**src/hdl/plsa_pkg.sv**
```systemverilog
`default_nettype none
package plsa_pkg;

    localparam int SCENE_ID_BITS_DEF = 4;

    localparam int CFG_DATA_BITS = 31;
    localparam int CFG_IDX_BITS  = 3;

    localparam int MS_PER_S  = 1000;
    localparam int SOFT_BITS = 26;

    localparam logic [2:0]  MAX_PRIORITY_RST     = 3'd5;
    localparam logic [15:0] DEFAULT_DURATION_RST = 16'd30;
    localparam logic [15:0] MAX_DURATION_RST     = 16'd3600;
    localparam logic [30:0] HARD_TTL_RST         = 31'(60 * 60 * MS_PER_S);
    localparam int          DEFAULT_SCENE_RST    = 1;
    localparam logic [31:0] SEQ_RST              = 32'd1;

    typedef enum logic [1:0] {
        OP_REQUEST   = 2'd0,
        OP_TICK      = 2'd1,
        OP_OVERRIDE  = 2'd2,
        OP_CLR_STICK = 2'd3
    } op_t;

    typedef enum logic [CFG_IDX_BITS-1:0] {
        CFG_MAX_PRIORITY     = 3'd0,
        CFG_DEFAULT_DURATION = 3'd1,
        CFG_MAX_DURATION     = 3'd2,
        CFG_HARD_TTL         = 3'd3,
        CFG_DEFAULT_SCENE    = 3'd4
    } cfg_idx_t;

    typedef struct packed {
        logic [2:0]  max_priority;
        logic [15:0] dflt_lease_secs;
        logic [15:0] max_lease_secs;
        logic [30:0] hard_ttl_ms;
    } cfg_t;

    typedef struct packed {
        op_t         opcode;
        logic [7:0]  req_priority;
        logic [15:0] lease_secs;
        logic        req_sticky;
        logic        from_user;
        logic [1:0]  override_sel;
        logic        override_on;
        logic [31:0] now_ms;
    } item_t;

    typedef struct packed {
        logic        accepted;
        logic        published;
        logic [2:0]  held_priority;
        logic        held_sticky;
        logic [31:0] change_count;
        logic [3:0]  flags;
    } res_t;

endpackage
`default_nettype wire

```
**src/hdl/plsa_cfg.sv**
```systemverilog
`default_nettype none
module plsa_cfg
    import plsa_pkg::*;
#(
    parameter int SCENE_ID_BITS = SCENE_ID_BITS_DEF
) (
    input  wire logic                     aclk,
    input  wire logic                     aresetn,
    input  wire logic                     cfg_we,
    input  wire logic [CFG_IDX_BITS-1:0]  cfg_index,
    input  wire logic [CFG_DATA_BITS-1:0] cfg_wdata,
    output cfg_t                          cfg,
    output logic [SCENE_ID_BITS-1:0]      default_scene
);

    cfg_t                     cfg_reg;
    logic [SCENE_ID_BITS-1:0] dscene_reg;

    always_ff @(posedge aclk) begin
        if (!aresetn) begin
            cfg_reg.max_priority    <= MAX_PRIORITY_RST;
            cfg_reg.dflt_lease_secs <= DEFAULT_DURATION_RST;
            cfg_reg.max_lease_secs  <= MAX_DURATION_RST;
            cfg_reg.hard_ttl_ms     <= HARD_TTL_RST;
            dscene_reg              <= SCENE_ID_BITS'(DEFAULT_SCENE_RST);
        end else if (cfg_we) begin
            unique case (cfg_idx_t'(cfg_index))
                CFG_MAX_PRIORITY:     cfg_reg.max_priority <= cfg_wdata[2:0];
                CFG_DEFAULT_DURATION: cfg_reg.dflt_lease_secs <= cfg_wdata[15:0];
                CFG_MAX_DURATION:     cfg_reg.max_lease_secs <= cfg_wdata[15:0];
                CFG_HARD_TTL:         cfg_reg.hard_ttl_ms <= cfg_wdata[30:0];
                CFG_DEFAULT_SCENE:    dscene_reg <= cfg_wdata[SCENE_ID_BITS-1:0];
                default: ;
            endcase
        end
    end

    assign cfg           = cfg_reg;
    assign default_scene = dscene_reg;

endmodule
`default_nettype wire

```
**src/hdl/plsa_core.sv**
```systemverilog
`default_nettype none
module plsa_core
    import plsa_pkg::*;
#(
    parameter int SCENE_ID_BITS = SCENE_ID_BITS_DEF
) (
    input  wire logic                     aclk,
    input  wire logic                     aresetn,
    input  wire logic                     fire,
    input  wire item_t                    item,
    input  wire logic [SCENE_ID_BITS-1:0] scene_id,
    input  wire cfg_t                     cfg,
    input  wire logic [SCENE_ID_BITS-1:0] default_scene,
    output res_t                          res,
    output logic [SCENE_ID_BITS-1:0]      res_scene
);

    logic [SCENE_ID_BITS-1:0] held_scene_reg, held_scene_next;
    logic [2:0]               held_prio_reg, held_prio_next;
    logic                     held_sticky_reg, held_sticky_next;
    logic [31:0]              soft_dl_reg, soft_dl_next;
    logic                     soft_valid_reg, soft_valid_next;
    logic [31:0]              hard_dl_reg, hard_dl_next;
    logic [3:0]               flags_reg, flags_next;
    logic [31:0]              seq_reg, seq_next;
    logic [SCENE_ID_BITS-1:0] last_pub_reg, last_pub_next;

    logic [2:0]           prio_clamped;
    logic [15:0]          dur_pick;
    logic [15:0]          dur_capped;
    logic [SOFT_BITS-1:0] soft_ms;
    logic [31:0]          soft_sum;
    logic [31:0]          hard_sum;
    logic [31:0]          soft_diff;
    logic [31:0]          hard_diff;
    logic                 soft_expired;
    logic                 hard_expired;
    logic                 at_default;
    logic                 accepted;
    logic                 published;

    // Request and deadline arithmetic: clamps, a constant multiply, adds and wrapped differences.
    always_comb begin
        prio_clamped = (item.req_priority > {5'd0, cfg.max_priority}) ?
                       cfg.max_priority : item.req_priority[2:0];
        dur_pick     = (item.lease_secs == 16'd0) ? cfg.dflt_lease_secs : item.lease_secs;
        dur_capped   = (dur_pick > cfg.max_lease_secs) ? cfg.max_lease_secs : dur_pick;
        soft_ms      = SOFT_BITS'(dur_capped) * SOFT_BITS'(MS_PER_S);
        soft_sum     = item.now_ms + 32'(soft_ms);
        hard_sum     = item.now_ms + {1'b0, cfg.hard_ttl_ms};
        // Deadlines are due once the wrapped difference is non-negative.
        soft_diff    = item.now_ms - soft_dl_reg;
        hard_diff    = item.now_ms - hard_dl_reg;
        soft_expired = soft_valid_reg && !soft_diff[31];
        hard_expired = !hard_diff[31];
        at_default   = (held_scene_reg == default_scene) && (held_prio_reg == 3'd0) &&
                       !held_sticky_reg;
    end

    always_comb begin
        held_scene_next  = held_scene_reg;
        held_prio_next   = held_prio_reg;
        held_sticky_next = held_sticky_reg;
        soft_dl_next     = soft_dl_reg;
        soft_valid_next  = soft_valid_reg;
        hard_dl_next     = hard_dl_reg;
        flags_next       = flags_reg;
        seq_next         = seq_reg;
        last_pub_next    = last_pub_reg;
        accepted         = 1'b0;
        published        = 1'b0;

        unique case (item.opcode)
            OP_REQUEST: begin
                if (item.from_user || (prio_clamped >= held_prio_reg)) begin
                    held_scene_next  = scene_id;
                    held_prio_next   = prio_clamped;
                    held_sticky_next = item.req_sticky;
                    soft_valid_next  = !item.req_sticky;
                    soft_dl_next     = item.req_sticky ? 32'd0 : soft_sum;
                    hard_dl_next     = hard_sum;
                    accepted         = 1'b1;
                    published        = 1'b1;
                end
            end
            OP_TICK: begin
                if ((soft_expired || hard_expired) && !at_default) begin
                    held_scene_next  = default_scene;
                    held_prio_next   = 3'd0;
                    held_sticky_next = 1'b0;
                    soft_valid_next  = 1'b0;
                    soft_dl_next     = 32'd0;
                    hard_dl_next     = hard_sum;
                    published        = 1'b1;
                end
            end
            OP_OVERRIDE: begin
                if (flags_reg[item.override_sel] != item.override_on) begin
                    flags_next[item.override_sel] = item.override_on;
                    published = 1'b1;
                end
            end
            OP_CLR_STICK: begin
                if (held_sticky_reg) begin
                    held_scene_next  = default_scene;
                    held_prio_next   = 3'd0;
                    held_sticky_next = 1'b0;
                    soft_valid_next  = 1'b0;
                    soft_dl_next     = 32'd0;
                    hard_dl_next     = hard_sum;
                    published        = 1'b1;
                end
            end
            default: ;
        endcase

        if (published && (held_scene_next != last_pub_reg)) begin
            seq_next      = seq_reg + 32'd1;
            last_pub_next = held_scene_next;
        end
    end

    always_ff @(posedge aclk) begin
        if (!aresetn) begin
            held_scene_reg  <= SCENE_ID_BITS'(DEFAULT_SCENE_RST);
            held_prio_reg   <= 3'd0;
            held_sticky_reg <= 1'b0;
            soft_dl_reg     <= 32'd0;
            soft_valid_reg  <= 1'b0;
            hard_dl_reg     <= 32'd0;
            flags_reg       <= 4'd0;
            seq_reg         <= SEQ_RST;
            last_pub_reg    <= SCENE_ID_BITS'(DEFAULT_SCENE_RST);
        end else if (fire) begin
            held_scene_reg  <= held_scene_next;
            held_prio_reg   <= held_prio_next;
            held_sticky_reg <= held_sticky_next;
            soft_dl_reg     <= soft_dl_next;
            soft_valid_reg  <= soft_valid_next;
            hard_dl_reg     <= hard_dl_next;
            flags_reg       <= flags_next;
            seq_reg         <= seq_next;
            last_pub_reg    <= last_pub_next;
        end
    end

    always_comb begin
        res.accepted      = accepted;
        res.published     = published;
        res.held_priority = held_prio_next;
        res.held_sticky   = held_sticky_next;
        res.change_count  = seq_next;
        res.flags         = flags_next;
        res_scene         = held_scene_next;
    end

    // Every scene change publishes, so the last published scene tracks the held one.
    a_pub_tracks_held: assert property (@(posedge aclk) disable iff (!aresetn)
        last_pub_reg == held_scene_reg)
        else $error("last published scene differs from held scene");

    a_idle_holds: assert property (@(posedge aclk) disable iff (!aresetn)
        !fire |=> $stable(seq_reg) && $stable(flags_reg) && $stable(held_scene_reg))
        else $error("state moved without an item");

    a_seq_step: assert property (@(posedge aclk) disable iff (!aresetn)
        fire |=> (seq_reg == $past(seq_reg)) || (seq_reg == $past(seq_reg) + 32'd1))
        else $error("sequence counter jumped");

    a_accept_only_req: assert property (@(posedge aclk) disable iff (!aresetn)
        fire && (item.opcode != OP_REQUEST) |-> !res.accepted)
        else $error("accepted flag raised for a non-request");

    a_accept_publishes: assert property (@(posedge aclk) disable iff (!aresetn)
        fire && res.accepted |=> (held_prio_reg == $past(prio_clamped)))
        else $error("accepted request did not take its priority");

endmodule
`default_nettype wire

```
**src/hdl/priority_lease_scene_arbiter_top.sv**
```systemverilog
`default_nettype none
// A beat accepted into the input register is processed when it fires into the state update,
// and its result beat is held in the result register until m_ready takes it.
// Throughput: one beat per cycle; the input register, the state update and the
// result register all advance together whenever the result register can move.
// Reset (aresetn low, synchronous) clears both valid flags, loads the register
// reset values and puts the default scene in place with sequence number one.
module priority_lease_scene_arbiter_top
    import plsa_pkg::*;
#(
    parameter int SCENE_ID_BITS = SCENE_ID_BITS_DEF
) (
    input  wire logic                     aclk,
    input  wire logic                     aresetn,

    input  wire logic                     cfg_we,
    input  wire logic [CFG_IDX_BITS-1:0]  cfg_index,
    input  wire logic [CFG_DATA_BITS-1:0] cfg_wdata,

    input  wire logic                     s_valid,
    output logic                          s_ready,
    input  wire logic [1:0]               s_opcode,
    input  wire logic [SCENE_ID_BITS-1:0] s_scene_id,
    input  wire logic [7:0]               s_req_priority,
    input  wire logic [15:0]              s_lease_secs,
    input  wire logic                     s_req_sticky,
    input  wire logic                     s_from_user,
    input  wire logic [1:0]               s_override_sel,
    input  wire logic                     s_override_on,
    input  wire logic [31:0]              s_now_ms,

    output logic                          m_valid,
    input  wire logic                     m_ready,
    output logic                          m_accepted,
    output logic                          m_published,
    output logic [SCENE_ID_BITS-1:0]      m_resolved_scene,
    output logic [2:0]                    m_held_priority,
    output logic                          m_held_sticky,
    output logic [31:0]                   m_change_count,
    output logic                          m_night_flag,
    output logic                          m_thermal_flag,
    output logic                          m_offline_flag,
    output logic                          m_splash_flag
);

    cfg_t                     cfg;
    logic [SCENE_ID_BITS-1:0] default_scene;

    logic                     in_vld_reg;
    item_t                    in_item_reg;
    logic [SCENE_ID_BITS-1:0] in_scene_reg;

    logic                     out_vld_reg;
    res_t                     out_res_reg;
    logic [SCENE_ID_BITS-1:0] out_scene_reg;

    res_t                     res;
    logic [SCENE_ID_BITS-1:0] res_scene;
    logic                     fire;
    logic                     s_take;

    assign fire    = in_vld_reg && (!out_vld_reg || m_ready);
    assign s_ready = !in_vld_reg || fire;
    assign s_take  = s_valid && s_ready;

    plsa_cfg #(
        .SCENE_ID_BITS(SCENE_ID_BITS)
    ) u_cfg (
        .aclk          (aclk),
        .aresetn       (aresetn),
        .cfg_we        (cfg_we),
        .cfg_index     (cfg_index),
        .cfg_wdata     (cfg_wdata),
        .cfg           (cfg),
        .default_scene (default_scene)
    );

    plsa_core #(
        .SCENE_ID_BITS(SCENE_ID_BITS)
    ) u_core (
        .aclk          (aclk),
        .aresetn       (aresetn),
        .fire          (fire),
        .item          (in_item_reg),
        .scene_id      (in_scene_reg),
        .cfg           (cfg),
        .default_scene (default_scene),
        .res           (res),
        .res_scene     (res_scene)
    );

    always_ff @(posedge aclk) begin
        if (!aresetn) begin
            in_vld_reg  <= 1'b0;
            out_vld_reg <= 1'b0;
        end else begin
            in_vld_reg  <= s_take || (in_vld_reg && !fire);
            out_vld_reg <= fire || (out_vld_reg && !m_ready);
        end
    end

    always_ff @(posedge aclk) begin
        if (s_take) begin
            in_item_reg.opcode       <= op_t'(s_opcode);
            in_item_reg.req_priority <= s_req_priority;
            in_item_reg.lease_secs   <= s_lease_secs;
            in_item_reg.req_sticky   <= s_req_sticky;
            in_item_reg.from_user    <= s_from_user;
            in_item_reg.override_sel <= s_override_sel;
            in_item_reg.override_on  <= s_override_on;
            in_item_reg.now_ms       <= s_now_ms;
            in_scene_reg             <= s_scene_id;
        end
        if (fire) begin
            out_res_reg   <= res;
            out_scene_reg <= res_scene;
        end
    end

    assign m_valid          = out_vld_reg;
    assign m_accepted       = out_res_reg.accepted;
    assign m_published      = out_res_reg.published;
    assign m_resolved_scene = out_scene_reg;
    assign m_held_priority  = out_res_reg.held_priority;
    assign m_held_sticky    = out_res_reg.held_sticky;
    assign m_change_count   = out_res_reg.change_count;
    assign m_night_flag     = out_res_reg.flags[0];
    assign m_thermal_flag   = out_res_reg.flags[1];
    assign m_offline_flag   = out_res_reg.flags[2];
    assign m_splash_flag    = out_res_reg.flags[3];

endmodule
`default_nettype wire

```
**config.mk**
```make
export PLATFORM = sky130hd
export DESIGN_NAME = priority_lease_scene_arbiter_top
export DESIGN_NICKNAME = d
export VERILOG_FILES = /design/src/hdl/plsa_pkg.sv /design/src/hdl/plsa_cfg.sv /design/src/hdl/plsa_core.sv /design/src/hdl/priority_lease_scene_arbiter_top.sv
export SDC_FILE = /design/constraint.sdc
export NUM_CORES = 1
export LEC_CHECK = 0
export ABC_CLOCK_PERIOD_IN_PS = 28500
export BUFFER_PORTS_ARGS = -buffer_cell sky130_fd_sc_hd__buf_2
export CORE_ASPECT_RATIO = 1.2
export CORE_MARGIN = 2
export CORE_UTILIZATION = 55
export CTS_CLUSTER_SIZE = 16
export DETAILED_ROUTE_END_ITERATION = 8
export HOLD_SLACK_MARGIN = 0.12
export PLACE_DENSITY = 0.71
export SYNTH_ARGS = -nofsm -noshare
export SYNTH_HDL_FRONTEND = slang
export SYNTH_SLANG_ARGS = --single-unit
export TNS_END_PERCENT = 10
```
**constraint.sdc**
```tcl
create_clock -name aclk -period 28.5 [get_ports aclk]
set_input_delay 4.275 -clock aclk [delete_from_list [all_inputs] [get_ports aclk]]
set_output_delay 4.275 -clock aclk [all_outputs]
set_load 0.02 [all_outputs]
```
Yosys cells after proc, flatten, opt, wreduce, memory -nomap -nowiden
Cells that the tools add are included.
- order comparisons: 5
- $add $sub $neg: 5
- multiplexer cells: 40
- equal/unequal tests: 13
- multipliers: 1
- reduce and logical (&&, ||, !) cells: 37
- operators with widths (cell ; count):
    32-bit 2-to-1 mux ; 8
    32-bit case mux with 3 select lines ; 2
    32-bit subtractor ; 2
    32-bit by 1-bit adder with 32-bit output, second input constant ; 1
    32-bit by 26-bit adder with 32-bit output ; 1
    32-bit by 31-bit adder with 32-bit output ; 1
    16-bit 2-to-1 mux ; 2
    16-bit by 7-bit multiplier with 23-bit output, second input constant ; 1
    4-bit 2-to-1 mux ; 5
    16-bit > comparator ; 1
    16-bit logical NOT ; 1
    3-bit 2-to-1 mux ; 4
    4-bit case mux with 3 select lines ; 1
    2-bit AND reduction ; 6
    1-bit 2-to-1 mux ; 11
    1-bit logical AND ; 10
    1-bit logical NOT ; 9
    3-bit case mux with 3 select lines ; 1
    8-bit by 3-bit > comparator with 1-bit output ; 1
    3-bit by 2-bit == test with 1-bit output, second input constant ; 2
    3-bit logical NOT ; 2
    1-bit logical OR ; 6
    2-bit by 1-bit inequality test with 1-bit output, second input constant ; 3
    1-bit case mux with 3 select lines ; 2
    other kinds (17) ; 18
- bits of input ports: 106
- logic and storage cells: 133
- register bits after elaboration: 298

Depth between registers and ports, before layout
- word-level depth: 10
- gate-level depth with buffers: 46
- gate-level depth less buffers: 42

By module
Synthesis repeated with hierarchy kept, for this count alone.
- cells, all modules: 2065
- area, all modules: 19531.2 um^2
- by module, submodules not included (module ; area an instance (um^2) ; times used ; cells each):
    plsa_core ; 13225.2 ; 1 ; 1662
    priority_lease_scene_arbiter_top ; 3497.1 ; 1 ; 122
    plsa_cfg ; 2808.9 ; 1 ; 281

Worst setup path before layout
No wires, ideal clock.
- path kind: register to register
- start point: reg in_item_reg[40] in the netlist's numbering
- end point: reg u_core.soft_dl_reg[29]
- data required time: 28.375 ns
- path buffers: 4
- library setup time: 0.125 ns
- setup slack: 18.587 ns
- arrival time: 9.789 ns
- cell stages (with the launch flop): 45
- path through: edfxtp_1 nor4_1 and4_1 clkbuf_1 clkbuf_1 a21o_1 ha_1 nor2b_1 o21a_1 o21a_1 o21a_1 o21a_1 o21a_1 o21bai_1 a21boi_0 o32ai_1 clkbuf_1 clkbuf_1 [9 not listed] o21ai_0 a21boi_0 o21ai_0 a21boi_0 o21ai_0 a21oi_1 o311a_1 o21a_1 o21a_1 o41ai_1 xnor2_1 ha_1 or3_1 o31ai_1 o21a_1 nor2_1 xnor2_1 o21ai_0
- word-level cells in the longest chain between the ends: 9
- ends and longest elaborated chain (item ; RTL line ; source):
    from (decl) ; priority_lease_scene_arbiter_top.sv:50 ; item_t in_item_reg;
    16-bit logical NOT ; plsa_core.sv:46 ; dur_pick = (item.lease_secs == 16'd0) ? cfg.dflt_lease_secs : item.lease_secs;
    16-bit 2-to-1 mux (*) ; plsa_core.sv:46 ;
    16-bit > comparator ; plsa_core.sv:47 ; dur_capped = (dur_pick > cfg.max_lease_secs) ? cfg.max_lease_secs : dur_pick;
    16-bit 2-to-1 mux (*) ; plsa_core.sv:47 ;
    16-bit by 7-bit multiplier with 23-bit output (*) ; plsa_core.sv:48 ; soft_ms = SOFT_BITS'(dur_capped) * SOFT_BITS'(MS_PER_S);
    32-bit by 26-bit adder with 32-bit output (*) ; plsa_core.sv:49 ; soft_sum = item.now_ms + 32'(soft_ms);
    32-bit 2-to-1 mux (*) ; plsa_core.sv:80 ; soft_dl_next = item.req_sticky ? 32'd0 : soft_sum;
    32-bit 2-to-1 mux (*) ; plsa_core.sv:75 ; if (item.from_user || (prio_clamped >= held_prio_reg)) begin
    32-bit case mux with 3 select lines (*) ; plsa_core.sv:73 ; unique case (item.opcode)
    to (signal assigned) ; plsa_core.sv:138 ; soft_dl_reg <= soft_dl_next;
    to (decl) ; plsa_core.sv:21 ; logic [31:0] soft_dl_reg, soft_dl_next;
Every way passes the cells marked *; elsewhere a longest branch is shown, timed or not. The select of a mux whose other input is x is not followed.
A chain may end at the register's enable or synchronous reset.

Worst setup path in the final report
- start point: reg in_item_reg[48] in the netlist's numbering
- end point: reg u_core.soft_dl_reg[26]
The elaborated chain is that of the path after synthesis.

==> impl_metrics.sql <==
INSERT INTO impl_metrics (metric_group, metric, value, unit) VALUES
('final_layout', 'layout-area-overhead-vs-synth', '11.3', '%'),
('global_routing', 'global_route_wire_length_before_repair', '74.9', 'mm'),
('place', 'dpl_cell_area', '20100', 'µm²'),
('clock_network', 'insertion_delay', '0.59', 'ns'),
('critical_path', 'kind_of_critical_path', 'reg2reg', ''),
('drt', 'viasPerCell', '5.69', ''),
('critical_path', 'worstRegToRegCells', '41', ''),
('critical_path', 'path_depth', '41', ''),
('floorplanning', 'floorplan.io_pins', '154', ''),
('timing', 'final.hold.worst_slack', '0.450', 'ns'),
('power', 'power.internal', '1.09', 'mW'),
('timing', 'post-route-period-util', '0.368', ''),
('clock_network', 'post_cts.repair.setup_buffers', '0', ''),
('clock_network', 'tritoncts', 'yes', ''),
('clock_network', 'clock-sinks', '298', ''),
('yosys', 'synth_warnings', '0', ''),
('final_layout', 'insertedDiodeCount', '0', ''),
('timing', 'worst_pin_slew', '1.04', 'ns'),
('yosys', 'ys_types', '80', ''),
('floorplanning', 'die_w', '174', 'µm'),
('drt', 'drt_iter0_markers', '1165', ''),
('floorplanning', 'core.rowCount', '74', ''),
('yosys', 'post_synthesis_area_per_instance', '9.02', 'µm²'),
('timing', 'setup-tns-final', '0', 'ns'),
('timing', 'final.min_clock_period', '10.48', 'ns'),
('place', 'final_hpwl_from_detailed_placement', '33.1', 'mm'),
('floorplanning', 'floorplan.initialDensity', '0.558', ''),
('yosys', 'synth.yosys.seq_area_share', '0.373', ''),
('drt', 'drt_wl_total', '45.2', 'mm'),
('status', 'run_status', 'finished, final reports clean', ''),
('drt', 'first_pass_iters', '5', ''),
('power', 'vdd_drop_max', '0.0000807', 'V'),
('place', 'finalWeightedCongestion', '0.895', ''),
('clock_network', 'max-clock-path-buffers', '3', ''),
('final_layout', 'mostFrequentLayoutCell', 'sky130_fd_sc_hd__nand2_1', ''),
('drt', 'overall_via_count_from_detail_route', '15400', ''),
('final_layout', 'layout.cell_area.non_filler', '21200', 'µm²'),
('clock_network', 'cts_resized', '0', ''),
('yosys', 'number_of_flops_mapped_to_enable_cells_by_yosys', '113', ''),
('yosys', 'synth-main-ff-cell', 'sky130_fd_sc_hd__dfxtp_1', ''),
('critical_path', 'kind_of_end_point_of_the_critical_path', 'register', ''),
('yosys', 'synth-async-reset-ratio', '0', ''),
('clock_network', 'ctsRootBufferMaster', 'sky130_fd_sc_hd__clkbuf_16', ''),
('hold_path', 'hold_path_cell_cnt', '2', ''),
('final_layout', 'mostFrequentLayoutCells', 'sky130_fd_sc_hd__nand2_1 (279), sky130_fd_sc_hd__inv_1 (206), sky130_fd_sc_hd__a21oi_1 (192)', ''),
('power', 'power.sequential.fraction', '0.268', ''),
('timing', 'grt_setup_unrepaired', 'false', ''),
('yosys', 'netlist_instances', '2110', ''),
('critical_path', 'cp_num_buf_inv', '3', ''),
('yosys', 'postSynthRegisterBits', '298', ''),
('floorplanning', 'die_area', '36100', 'µm²'),
('global_routing', 'first_global_vias', '15400', ''),
('timing', 'slew_violations', '0', ''),
('critical_path', 'critPathSlowestCell', 'sky130_fd_sc_hd__and4_1', ''),
('final_layout', 'final_net_count', '2574', ''),
('power', 'power.share.combinational', '0.501', ''),
('global_routing', 'grt_overflow', '0', ''),
('critical_path', 'worst_path_dominant_cell_family', 'compound AO/OA/AOI/OAI gates', ''),
('power', 'switching_share_of_power', '0.390', ''),
('critical_path', 'worst-endpoint-required', '28.96', 'ns'),
('drt', 'detail_route.drc_violations', '0', ''),
('global_routing', 'grt_start_max_net_pins', '76', ''),
('timing', 'worst_slew_margin_rel', '0.303', ''),
('power', 'power.static_leakage', '8.70', 'nW'),
('global_routing', 'antenna_found_initial', '0', ''),
('power', 'power.density_cell_area', '84.3', 'nW/µm²'),
('clock_network', 'htree_levels', '1', ''),
('hold_path', 'min-delay-path-class', 'reg2reg', ''),
('power', 'clock_network_fraction_of_design_power', '0.231', ''),
('timing', 'timing.final.setup_violations', '0', ''),
('timing', 'worst_clk_skew', '0.0112', 'ns');
==> layer usage <==
metal  track usage  share of wire
met5             0              0
met4        0.0843          0.028
met3        0.0291          0.045
met2         0.456           0.50
met1         0.309           0.43
==> cell usage after synthesis (7+ instances only) <==
cell type,instances,share of area
sky130_fd_sc_hd__nand3_1,106,0.028
sky130_fd_sc_hd__a21o_1,38,0.015
sky130_fd_sc_hd__o21ai_0,69,0.018
sky130_fd_sc_hd__a21boi_0,7,0.0028
sky130_fd_sc_hd__nand2b_1,15,0.0049
sky130_fd_sc_hd__nor4_1,10,0.0033
sky130_fd_sc_hd__a211o_1,10,0.0046
sky130_fd_sc_hd__nor2b_1,13,0.0043
sky130_fd_sc_hd__nor3_1,40,0.011
sky130_fd_sc_hd__o21a_1,16,0.0063
sky130_fd_sc_hd__fa_1,50,0.053
sky130_fd_sc_hd__and2_1,9,0.0030
sky130_fd_sc_hd__xor2_1,41,0.019
sky130_fd_sc_hd__nand4_1,18,0.0059
sky130_fd_sc_hd__o21bai_1,7,0.0028
sky130_fd_sc_hd__o31ai_1,28,0.011
sky130_fd_sc_hd__o211ai_1,11,0.0043
sky130_fd_sc_hd__a21oi_1,192,0.051
sky130_fd_sc_hd__buf_1,11,0.0022
sky130_fd_sc_hd__dfxtp_1,185,0.19
sky130_fd_sc_hd__xnor2_1,71,0.033
sky130_fd_sc_hd__mux2_2,18,0.011
sky130_fd_sc_hd__clkbuf_1,51,0.010
sky130_fd_sc_hd__nand2_1,279,0.055
sky130_fd_sc_hd__ha_1,186,0.12
sky130_fd_sc_hd__nor2_1,108,0.021
sky130_fd_sc_hd__buf_6,8,0.0047
sky130_fd_sc_hd__and3_1,20,0.0066
sky130_fd_sc_hd__or2_2,7,0.0023
sky130_fd_sc_hd__inv_1,208,0.041
sky130_fd_sc_hd__edfxtp_1,113,0.18
sky130_fd_sc_hd__or4_1,21,0.0083
sky130_fd_sc_hd__a211oi_1,12,0.0047
sky130_fd_sc_hd__or3_1,20,0.0066
sky130_fd_sc_hd__a22oi_1,10,0.0039
sky130_fd_sc_hd__mux2i_1,19,0.010
sky130_fd_sc_hd__a31oi_1,10,0.0033
==> worst reg2reg max path: cells and delay by family (launching register included) <==
family / cells / cell delay, ns
DFF: 1 / 0.39
adders and majority gates: 7 / 2.83
and+or+nand+nor: 7 / 1.87
buffers and inverters: 3 / 0.43
xor gates and xnor gates: 1 / 0.09
AOI/OAI and AO/OA: 23 / 4.75
==> stage by stage <==
step	total power [mW]	cells	setup WS, ns
2_1_floorplan	1.21	2110	18.59
3_3_place_gp	1.36	2655	18.41
3_5_place_dp	1.37	2655	18.15
4_1_cts	1.79	2713	18.10
5_1_grt	1.94	2713	17.28
6_report	1.78	2713	18.02
==> final cells by class <==
| cell class | instances | area (µm²) |
|---|---|---|
| Fill cell | 3006 | 12900 |
| Multi-Input combinational cell | 1527 | 10800 |
| Sequential cell | 298 | 7100 |
| Timing Repair Buffer | 165 | 856 |
| Clock buffer | 39 | 836 |
| Inverter | 209 | 787 |
| Tap cell | 456 | 571 |
| Clock inverter | 19 | 206 |
==> cell families after synthesis <==
group	Yosys count	synth area share
multiplexers	38	0.0218
adder cells (fa/ha/maj)	238	0.176
buffers and inverters	285	0.0598
AND/OR/NAND/NOR	678	0.166
AO/OA/AOI/OAI	461	0.152
flip-flops	298	0.373
XOR/XNOR	112	0.0516
==> path summary, 6_finish.rpt <==
| check | startpoint | slack [ns] | end |
|---|---|---|---|
| hold reg to reg | u_core.soft_dl_reg[1] | 0.45 | u_core.soft_dl_reg[1] |
| setup reg to reg | in_item_reg[48] | 18.02 | u_core.soft_dl_reg[26] |
| hold / removal | u_core.soft_dl_reg[1] | 0.45 | u_core.soft_dl_reg[1] |
| setup / recovery | in_item_reg[48] | 18.02 | u_core.soft_dl_reg[26] |
==> power groups by stage <==
stage / sequential (mW) / combinational, mW / clock [mW]
after floorplan: 0.486 / 0.723 / 0
after global placement: 0.487 / 0.869 / 0
after detailed placement: 0.487 / 0.885 / 0
after CTS: 0.478 / 0.893 / 0.423
after global routing: 0.480 / 1.02 / 0.440
final: 0.478 / 0.894 / 0.413
Note: power is estimated with default switching activity, not from simulation.
